$ cat src/rtl/arp_tbl_pkg.sv
// Shared types and constants for the ARP address table.
package arp_tbl_pkg;

  localparam int unsigned TABLE_ENTRIES = 16;
  localparam int unsigned IDX_W         = (TABLE_ENTRIES > 1) ? $clog2(TABLE_ENTRIES) : 1;
  localparam int unsigned IP_W          = 32;
  localparam int unsigned MAC_W         = 48;
  localparam int unsigned OUT_IDX_W     = 4;

  typedef enum logic [1:0] {
    OP_LOOKUP = 2'd0,
    OP_INSERT = 2'd1,
    OP_CLEAR  = 2'd2
  } op_e;

  typedef enum logic [1:0] {
    ST_OK   = 2'd0,
    ST_MISS = 2'd1,
    ST_FULL = 2'd2
  } status_e;

  typedef struct packed {
    logic [1:0]       opcode;
    logic [IP_W-1:0]  ip_addr;
    logic [MAC_W-1:0] mac_addr;
  } in_item_t;

  typedef struct packed {
    logic [1:0]           status;
    logic [MAC_W-1:0]     mac_out;
    logic [OUT_IDX_W-1:0] entry_index;
  } out_item_t;

  // Priority chain passed from each cell to its right-hand neighbour.
  typedef struct packed {
    logic             hit_seen;
    logic             free_seen;
    logic [MAC_W-1:0] hit_mac;
    logic [IDX_W-1:0] hit_idx;
    logic [IDX_W-1:0] free_idx;
  } chain_t;

endpackage

$ cat src/rtl/arp_tbl_cell.sv
// One table entry: valid bit, address and MAC, with its link in the priority chain.
module arp_tbl_cell (
  input  logic                          clk_i,
  input  logic                          rst_ni,
  input  logic                          en_i,
  input  arp_tbl_pkg::in_item_t         req_i,
  input  logic [arp_tbl_pkg::IDX_W-1:0] cell_idx_i,
  input  logic                          any_hit_i,
  input  arp_tbl_pkg::chain_t           chain_i,
  output arp_tbl_pkg::chain_t           chain_o,
  output logic                          valid_o
);
  import arp_tbl_pkg::*;

  logic             valid_q, valid_d;
  logic [IP_W-1:0]  ip_q;
  logic [MAC_W-1:0] mac_q;
  logic             match, sel_hit, sel_free;
  logic             wr_mac, wr_new;

  assign match    = valid_q && (ip_q == req_i.ip_addr);
  assign sel_hit  = match && !chain_i.hit_seen;
  assign sel_free = !valid_q && !chain_i.free_seen;

  always_comb begin
    chain_o.hit_seen  = chain_i.hit_seen | match;
    chain_o.free_seen = chain_i.free_seen | !valid_q;
    chain_o.hit_mac   = sel_hit ? mac_q : chain_i.hit_mac;
    chain_o.hit_idx   = sel_hit ? cell_idx_i : chain_i.hit_idx;
    chain_o.free_idx  = sel_free ? cell_idx_i : chain_i.free_idx;
  end

  // Update a matching entry first; claim a free one only if nothing matched.
  assign wr_mac = en_i && (req_i.opcode == OP_INSERT) && (sel_hit || (!any_hit_i && sel_free));
  assign wr_new = en_i && (req_i.opcode == OP_INSERT) && !any_hit_i && sel_free;

  always_comb begin
    valid_d = valid_q;
    if (en_i) begin
      case (req_i.opcode)
        OP_CLEAR:  valid_d = 1'b0;
        OP_INSERT: if (wr_new) valid_d = 1'b1;
        default:   valid_d = valid_q;
      endcase
    end
  end

  always_ff @(posedge clk_i or negedge rst_ni) begin
    if (!rst_ni) begin
      valid_q <= 1'b0;
    end else begin
      valid_q <= valid_d;
    end
  end

  always_ff @(posedge clk_i) begin
    if (wr_new) begin
      ip_q <= req_i.ip_addr;
    end
    if (wr_mac) begin
      mac_q <= req_i.mac_addr;
    end
  end

  assign valid_o = valid_q;

endmodule

$ cat src/rtl/arp_address_table.sv
// Top level of the ARP address table: request register, cell row and result register.
// Flow: an accepted item waits in the request register until the result register can take
//   its result; the result is then registered there and held until it is taken.
// Flow control: a new item is taken only once the held item has executed; the address compare
//   and the priority ripple along the cell row both happen combinationally in its execute cycle.
// Reset: asynchronous, clears every valid bit, the busy flag and the output valid;
//   no clearing pass, so items are taken as soon as reset is released.
module arp_address_table (
  input  logic                   clk_i,
  input  logic                   rst_ni,
  input  logic                   in_valid_i,
  output logic                   in_ready_o,
  input  arp_tbl_pkg::in_item_t  in_data_i,
  output logic                   out_valid_o,
  input  logic                   out_ready_i,
  output arp_tbl_pkg::out_item_t out_data_o
);
  import arp_tbl_pkg::*;

  // Request register: holds the accepted item until it has executed.
  logic      busy_q, busy_d;
  in_item_t  req_q;

  // Result register: lets the next item in while a result waits.
  logic      out_valid_q, out_valid_d;
  out_item_t out_data_q, out_data_d;

  logic      accept, exec;

  // Chain links: chain[0] feeds cell 0, chain[TABLE_ENTRIES] leaves the last cell.
  chain_t                   chain [0:TABLE_ENTRIES];
  logic [TABLE_ENTRIES-1:0] valid_vec;
  logic                     any_hit, any_free;

  assign in_ready_o = !busy_q;
  assign accept     = in_valid_i && in_ready_o;
  // Execute only when the result has somewhere to go.
  assign exec       = busy_q && (!out_valid_q || out_ready_i);

  assign chain[0] = '0;

  for (genvar i = 0; i < TABLE_ENTRIES; i++) begin : g_cell
    arp_tbl_cell u_cell (
      .clk_i      (clk_i),
      .rst_ni     (rst_ni),
      .en_i       (exec),
      .req_i      (req_q),
      .cell_idx_i (IDX_W'(i)),
      .any_hit_i  (any_hit),
      .chain_i    (chain[i]),
      .chain_o    (chain[i+1]),
      .valid_o    (valid_vec[i])
    );
  end

  // The end of the chain tells every cell whether any entry matched.
  assign any_hit  = chain[TABLE_ENTRIES].hit_seen;
  assign any_free = chain[TABLE_ENTRIES].free_seen;

  // Result formation; entry index is the low bits of the slot number.
  always_comb begin
    logic [IDX_W+OUT_IDX_W-1:0] hit_ext;
    logic [IDX_W+OUT_IDX_W-1:0] free_ext;
    hit_ext  = {{OUT_IDX_W{1'b0}}, chain[TABLE_ENTRIES].hit_idx};
    free_ext = {{OUT_IDX_W{1'b0}}, chain[TABLE_ENTRIES].free_idx};
    out_data_d = '0;
    out_data_d.status = ST_OK;
    case (req_q.opcode)
      OP_LOOKUP: begin
        if (any_hit) begin
          out_data_d.mac_out     = chain[TABLE_ENTRIES].hit_mac;
          out_data_d.entry_index = hit_ext[OUT_IDX_W-1:0];
        end else begin
          out_data_d.status = ST_MISS;
        end
      end
      OP_INSERT: begin
        if (any_hit) begin
          out_data_d.entry_index = hit_ext[OUT_IDX_W-1:0];
        end else if (any_free) begin
          out_data_d.entry_index = free_ext[OUT_IDX_W-1:0];
        end else begin
          out_data_d.status = ST_FULL;
        end
      end
      default: begin
        // clear, and the unused code: plain success, all else zero
        out_data_d.status = ST_OK;
      end
    endcase
  end

  always_comb begin
    busy_d = busy_q;
    if (accept) begin
      busy_d = 1'b1;
    end else if (exec) begin
      busy_d = 1'b0;
    end
    out_valid_d = out_valid_q;
    if (exec) begin
      out_valid_d = 1'b1;
    end else if (out_ready_i) begin
      out_valid_d = 1'b0;
    end
  end

  always_ff @(posedge clk_i or negedge rst_ni) begin
    if (!rst_ni) begin
      busy_q      <= 1'b0;
      out_valid_q <= 1'b0;
    end else begin
      busy_q      <= busy_d;
      out_valid_q <= out_valid_d;
    end
  end

  always_ff @(posedge clk_i) begin
    if (accept) begin
      req_q <= in_data_i;
    end
    if (exec) begin
      out_data_q <= out_data_d;
    end
  end

  assign out_valid_o = out_valid_q;
  assign out_data_o  = out_data_q;

  // An accepted item is held, awaiting execution, in the next cycle.
  assert property (@(posedge clk_i) disable iff (!rst_ni)
    accept |=> busy_q)
    else $error("accepted item not held for execution");

  // A clear leaves the whole row empty.
  assert property (@(posedge clk_i) disable iff (!rst_ni)
    exec && (req_q.opcode == OP_CLEAR) |=> (valid_vec == '0))
    else $error("entries still valid after clear");

  // A lookup never changes which entries are valid.
  assert property (@(posedge clk_i) disable iff (!rst_ni)
    exec && (req_q.opcode == OP_LOOKUP) |=> $stable(valid_vec))
    else $error("lookup altered the valid bits");

  // Table full is reported only when every entry was valid, and nothing changes.
  assert property (@(posedge clk_i) disable iff (!rst_ni)
    exec && (req_q.opcode == OP_INSERT) |=>
      (out_data_q.status != ST_FULL) || ($past(&valid_vec) && $stable(valid_vec)))
    else $error("table full reported with a free entry");

endmodule
$ cat config.mk
export PLATFORM = sky130hd
export DESIGN_NAME = arp_address_table
export DESIGN_NICKNAME = d
export VERILOG_FILES = /design/src/rtl/arp_tbl_pkg.sv /design/src/rtl/arp_tbl_cell.sv /design/src/rtl/arp_address_table.sv
export SDC_FILE = /design/constraint.sdc
export NUM_CORES = 2
export LEC_CHECK = 0
export BUFFER_PORTS_ARGS = -buffer_cell sky130_fd_sc_hd__buf_2
export CAP_MARGIN = 25
export CORE_UTILIZATION = 65
export CTS_BUF_LIST = sky130_fd_sc_hd__clkbuf_8
export DETAILED_ROUTE_END_ITERATION = 8
export GPL_TIMING_DRIVEN = 0
export PLACE_DENSITY = 0.82
export SYNTH_ARGS = -nofsm -noshare
export SYNTH_HDL_FRONTEND = slang
export SYNTH_HIERARCHICAL = 1
export SYNTH_SLANG_ARGS = --single-unit
$ cat constraint.sdc
create_clock -name clk_i -period 10.7 [get_ports clk_i]
set_input_delay 1.07 -clock clk_i [delete_from_list [all_inputs] [get_ports clk_i]]
set_output_delay 1.07 -clock clk_i [all_outputs]
set_load 0.01 [all_outputs]
==> impl_metrics.json <==
{
  "maxCapViolations": 0,
  "grtUsageTotal_pct": 26.07,
  "tightest_slew_ns": 1.024,
  "cts_tree": "yes",
  "yosysSeqAreaShare_pct": 69.82,
  "grt_start_max_net_pins": 56,
  "clk_latency_ns": 0.91,
  "wl_met3_um": 6371,
  "firstDrtPassIters": 5,
  "ios": 142,
  "slowest_delay_ns": 0.83,
  "fill_cells": 5476,
  "postSynthAreaPerCell_um2": 17.94,
  "worstSetupStartpointType": "register",
  "cts_buffer_depth": 3,
  "wl_met1_um": 51740,
  "final.min_clock_period_ns": 8.502,
  "r2r_cells": 39,
  "r2r_slack_ns": 2.20,
  "synth_simple_gate_area_share_pct": 4.064,
  "ir_worst_vdd_mv": 0.2065,
  "setup_viol": 0,
  "ys_async_sr_fraction_pct": 1.255,
  "critical-path-slowest-cell": "edfxtp_1",
  "synth_top_area_cell": "edfxtp_1",
  "htree_levels": 4,
  "synth_top_cell_area_share_pct": 69.09,
  "synth_common_cells": "edfxtp_1 (1416), mux2_2 (816), xor2_1 (304)",
  "highest_layer": "met4",
  "synth_area_leaders": "edfxtp_1 (69%), mux2_2 (15%), xor2_1 (4.3%), xnor2_1 (3.0%), buf_6 (1.5%)",
  "multi_input_area_um2": 18370,
  "gr-total-overflow": 0,
  "port_buffers": 141,
  "numCtsBuffers": 217,
  "clock-sinks": 1434,
  "synth-edff-count": 1416,
  "root_buffer": "clkbuf_8",
  "drc_errors": 0,
  "grt_pass1_wl_um": 186700,
  "synth_top_family_by_area": "multiplexers",
  "register_area_um2": 42970,
  "synth_fa_ha_area_share_pct": 0,
  "hold_buffers": 0,
  "drtIter0Drc": 2308,
  "synth-compound-area-share_pct": 0.6952,
  "antenna_found_initial": 3,
  "finalSetupTns_ns": 0,
  "drv_slew": 0,
  "synth_area_um2": 61550,
  "dpl_worst_slack_ns": 2.484,
  "wl_per_cell_um": 22.29,
  "fmax_mhz": 117.6,
  "synth.area.mux_share_pct": 16.39,
  "num_vias": 31131,
  "min_path_type": "input pin to asynchronous set/reset pin",
  "ys.flop_type": "edfxtp_1",
  "rsz0062_at_grt": "false",
  "ys_seq_elements": 1434,
  "r2r-start": "req_q[52]",
  "worstPathRequired_ns": 11.41,
  "grt_pass1_vias": 32292,
  "vias_per_cell": 5.681,
  "ctsResizeCount": 0,
  "die-area_um2": 95920,
  "status": "complete, no violations",
  "postCtsSetupRepairBufs": 0,
  "routed_wl_um": 122100,
  "clkSlewWorstSetupHoldPaths_ns": 0.07,
  "critPathCaptureType": "register",
  "drive_gt1_share_pct": 33.85,
  "antenna_left": 0,
  "place_congestion": 0.7631,
  "fin_ws_ns": 2.198,
  "die_h_um": 309.7,
  "syn2layout_area_growth_pct": 14.11,
  "synth_most_common_cell": "edfxtp_1",
  "rr_endpoint": "out_data_o[17]",
  "criticalPathCategory": "register to register",
  "ys_types": 30,
  "synth_xor_area_share_pct": 7.286,
  "worstPathArrival_ns": 9.21,
  "max_slew_margin_pct": 31.72,
  "core_region_area_um2": 93610,
  "route.met2.wl_um": 60380,
  "skew_ns": 0.06857,
  "path_max_fanout": 25,
  "finalHoldViolations": 0,
  "start_util_pct": 65.75,
  "min_period_over_period_pct": 79.45,
  "syn-instance-count": 3431,
  "row_count": 112,
  "die_w_um": 309.7,
  "leakage_nw": 23.60,
  "yosys_warnings": 6,
  "power_density_nw_per_um2": 160.5,
  "hpwl_um": 77540,
  "nets": 4135
}
## sequential cells by signal (all words and copies together), names as in the netlist
| register | flops |
|---|---|
| busy_q | 1 |
| g_cell.u_cell/ip_q | 512 |
| g_cell.u_cell/mac_q | 768 |
| g_cell.u_cell/valid_o | 16 |
| out_data_o | 54 |
| out_valid_o | 1 |
| req_q | 82 |
## routing by layer
metal  track usage, %  vias up
li1                 -    14265
met4            9.763        0
met3            4.133      220
met5                0        -
met2            43.04      919
met1            35.21    15727
## worst max-delay path by stage
stage | end | from | slack [ns] | cells after the start
after global routing | out_data_o[20] | req_q[52] | 1.65 | 39
final | out_data_o[17] | req_q[52] | 2.20 | 39
after global placement | g_cell[4].u_cell/mac_q[20] | req_q[74] | 1.33 | 36
after floorplan | g_cell[0].u_cell/mac_q[0] | req_q[74] | 3.54 | 36
after CTS | out_data_o[17] | req_q[52] | 2.29 | 39
after detailed placement | out_data_o[16] | req_q[70] | 2.48 | 39
## power by group
part,switching (W),internal (W)
clock,0.00208,0.00207
combinational,0.000327,0.000365
sequential,0.000143,0.00629
## kinds of logic (layout without fill, tap and decap cells)
group | Yosys count | in the layout
other | 2 | 194
AOI/OAI and AO/OA | 69 | 69
xor gates and xnor gates | 512 | 512
and+or+nand+nor | 399 | 399
DFF | 1434 | 1434
buffers and inverters | 119 | 722
muxes | 896 | 896
## metrics by stage
stage	hold WS [ns]	area, um2	power, W	utilization [%]	cells
2_1_floorplan	0.5079	62250	0.006955	-	3619
3_3_place_gp	0.4820	64530	0.007148	68.93	5014
3_5_place_dp	0.5676	66230	0.007233	70.75	5084
4_1_cts	0.07892	70220	0.01135	75.02	5476
5_1_grt	0.1331	70230	0.01165	75.02	5478
6_report	0.1362	70230	0.01127	75.03	5480
## layout make-up
type / count / share of cell area [%]
timing repair buffer: 211 / 3.221
clock inverter: 171 / 1.352
tap: 1254 / 2.234
clock buffer: 221 / 4.331
buffer: 86 / 1.341
antenna: 4 / 0.01425
inverter: 33 / 0.1764
sequential: 1434 / 61.18
multi-input combinational: 2066 / 26.15
## placed cells by master (no fill, tap or decap), types with 56 or more instances in the layout
cell type  instances
edfxtp_1        1416
mux2_2           816
xor2_1           304
clkbuf_8         221
xnor2_1          208
conb_1           190
buf_2            141
inv_1            106
buf_6             90
mux2_1            80
nor4_1            64
and2_1            60
clkinv_1          56
## worst max-delay path, delay by kind of cell, from the launching register on
kind / cells / cell delay [ns]
AOI/OAI and AO/OA: 16 / 3.19
buffers and inverters: 18 / 2.78
and+or+nand+nor: 4 / 1.32
DFF: 1 / 0.83
xor gates and xnor gates: 1 / 0.13
Power figures use the tool's default switching activity.
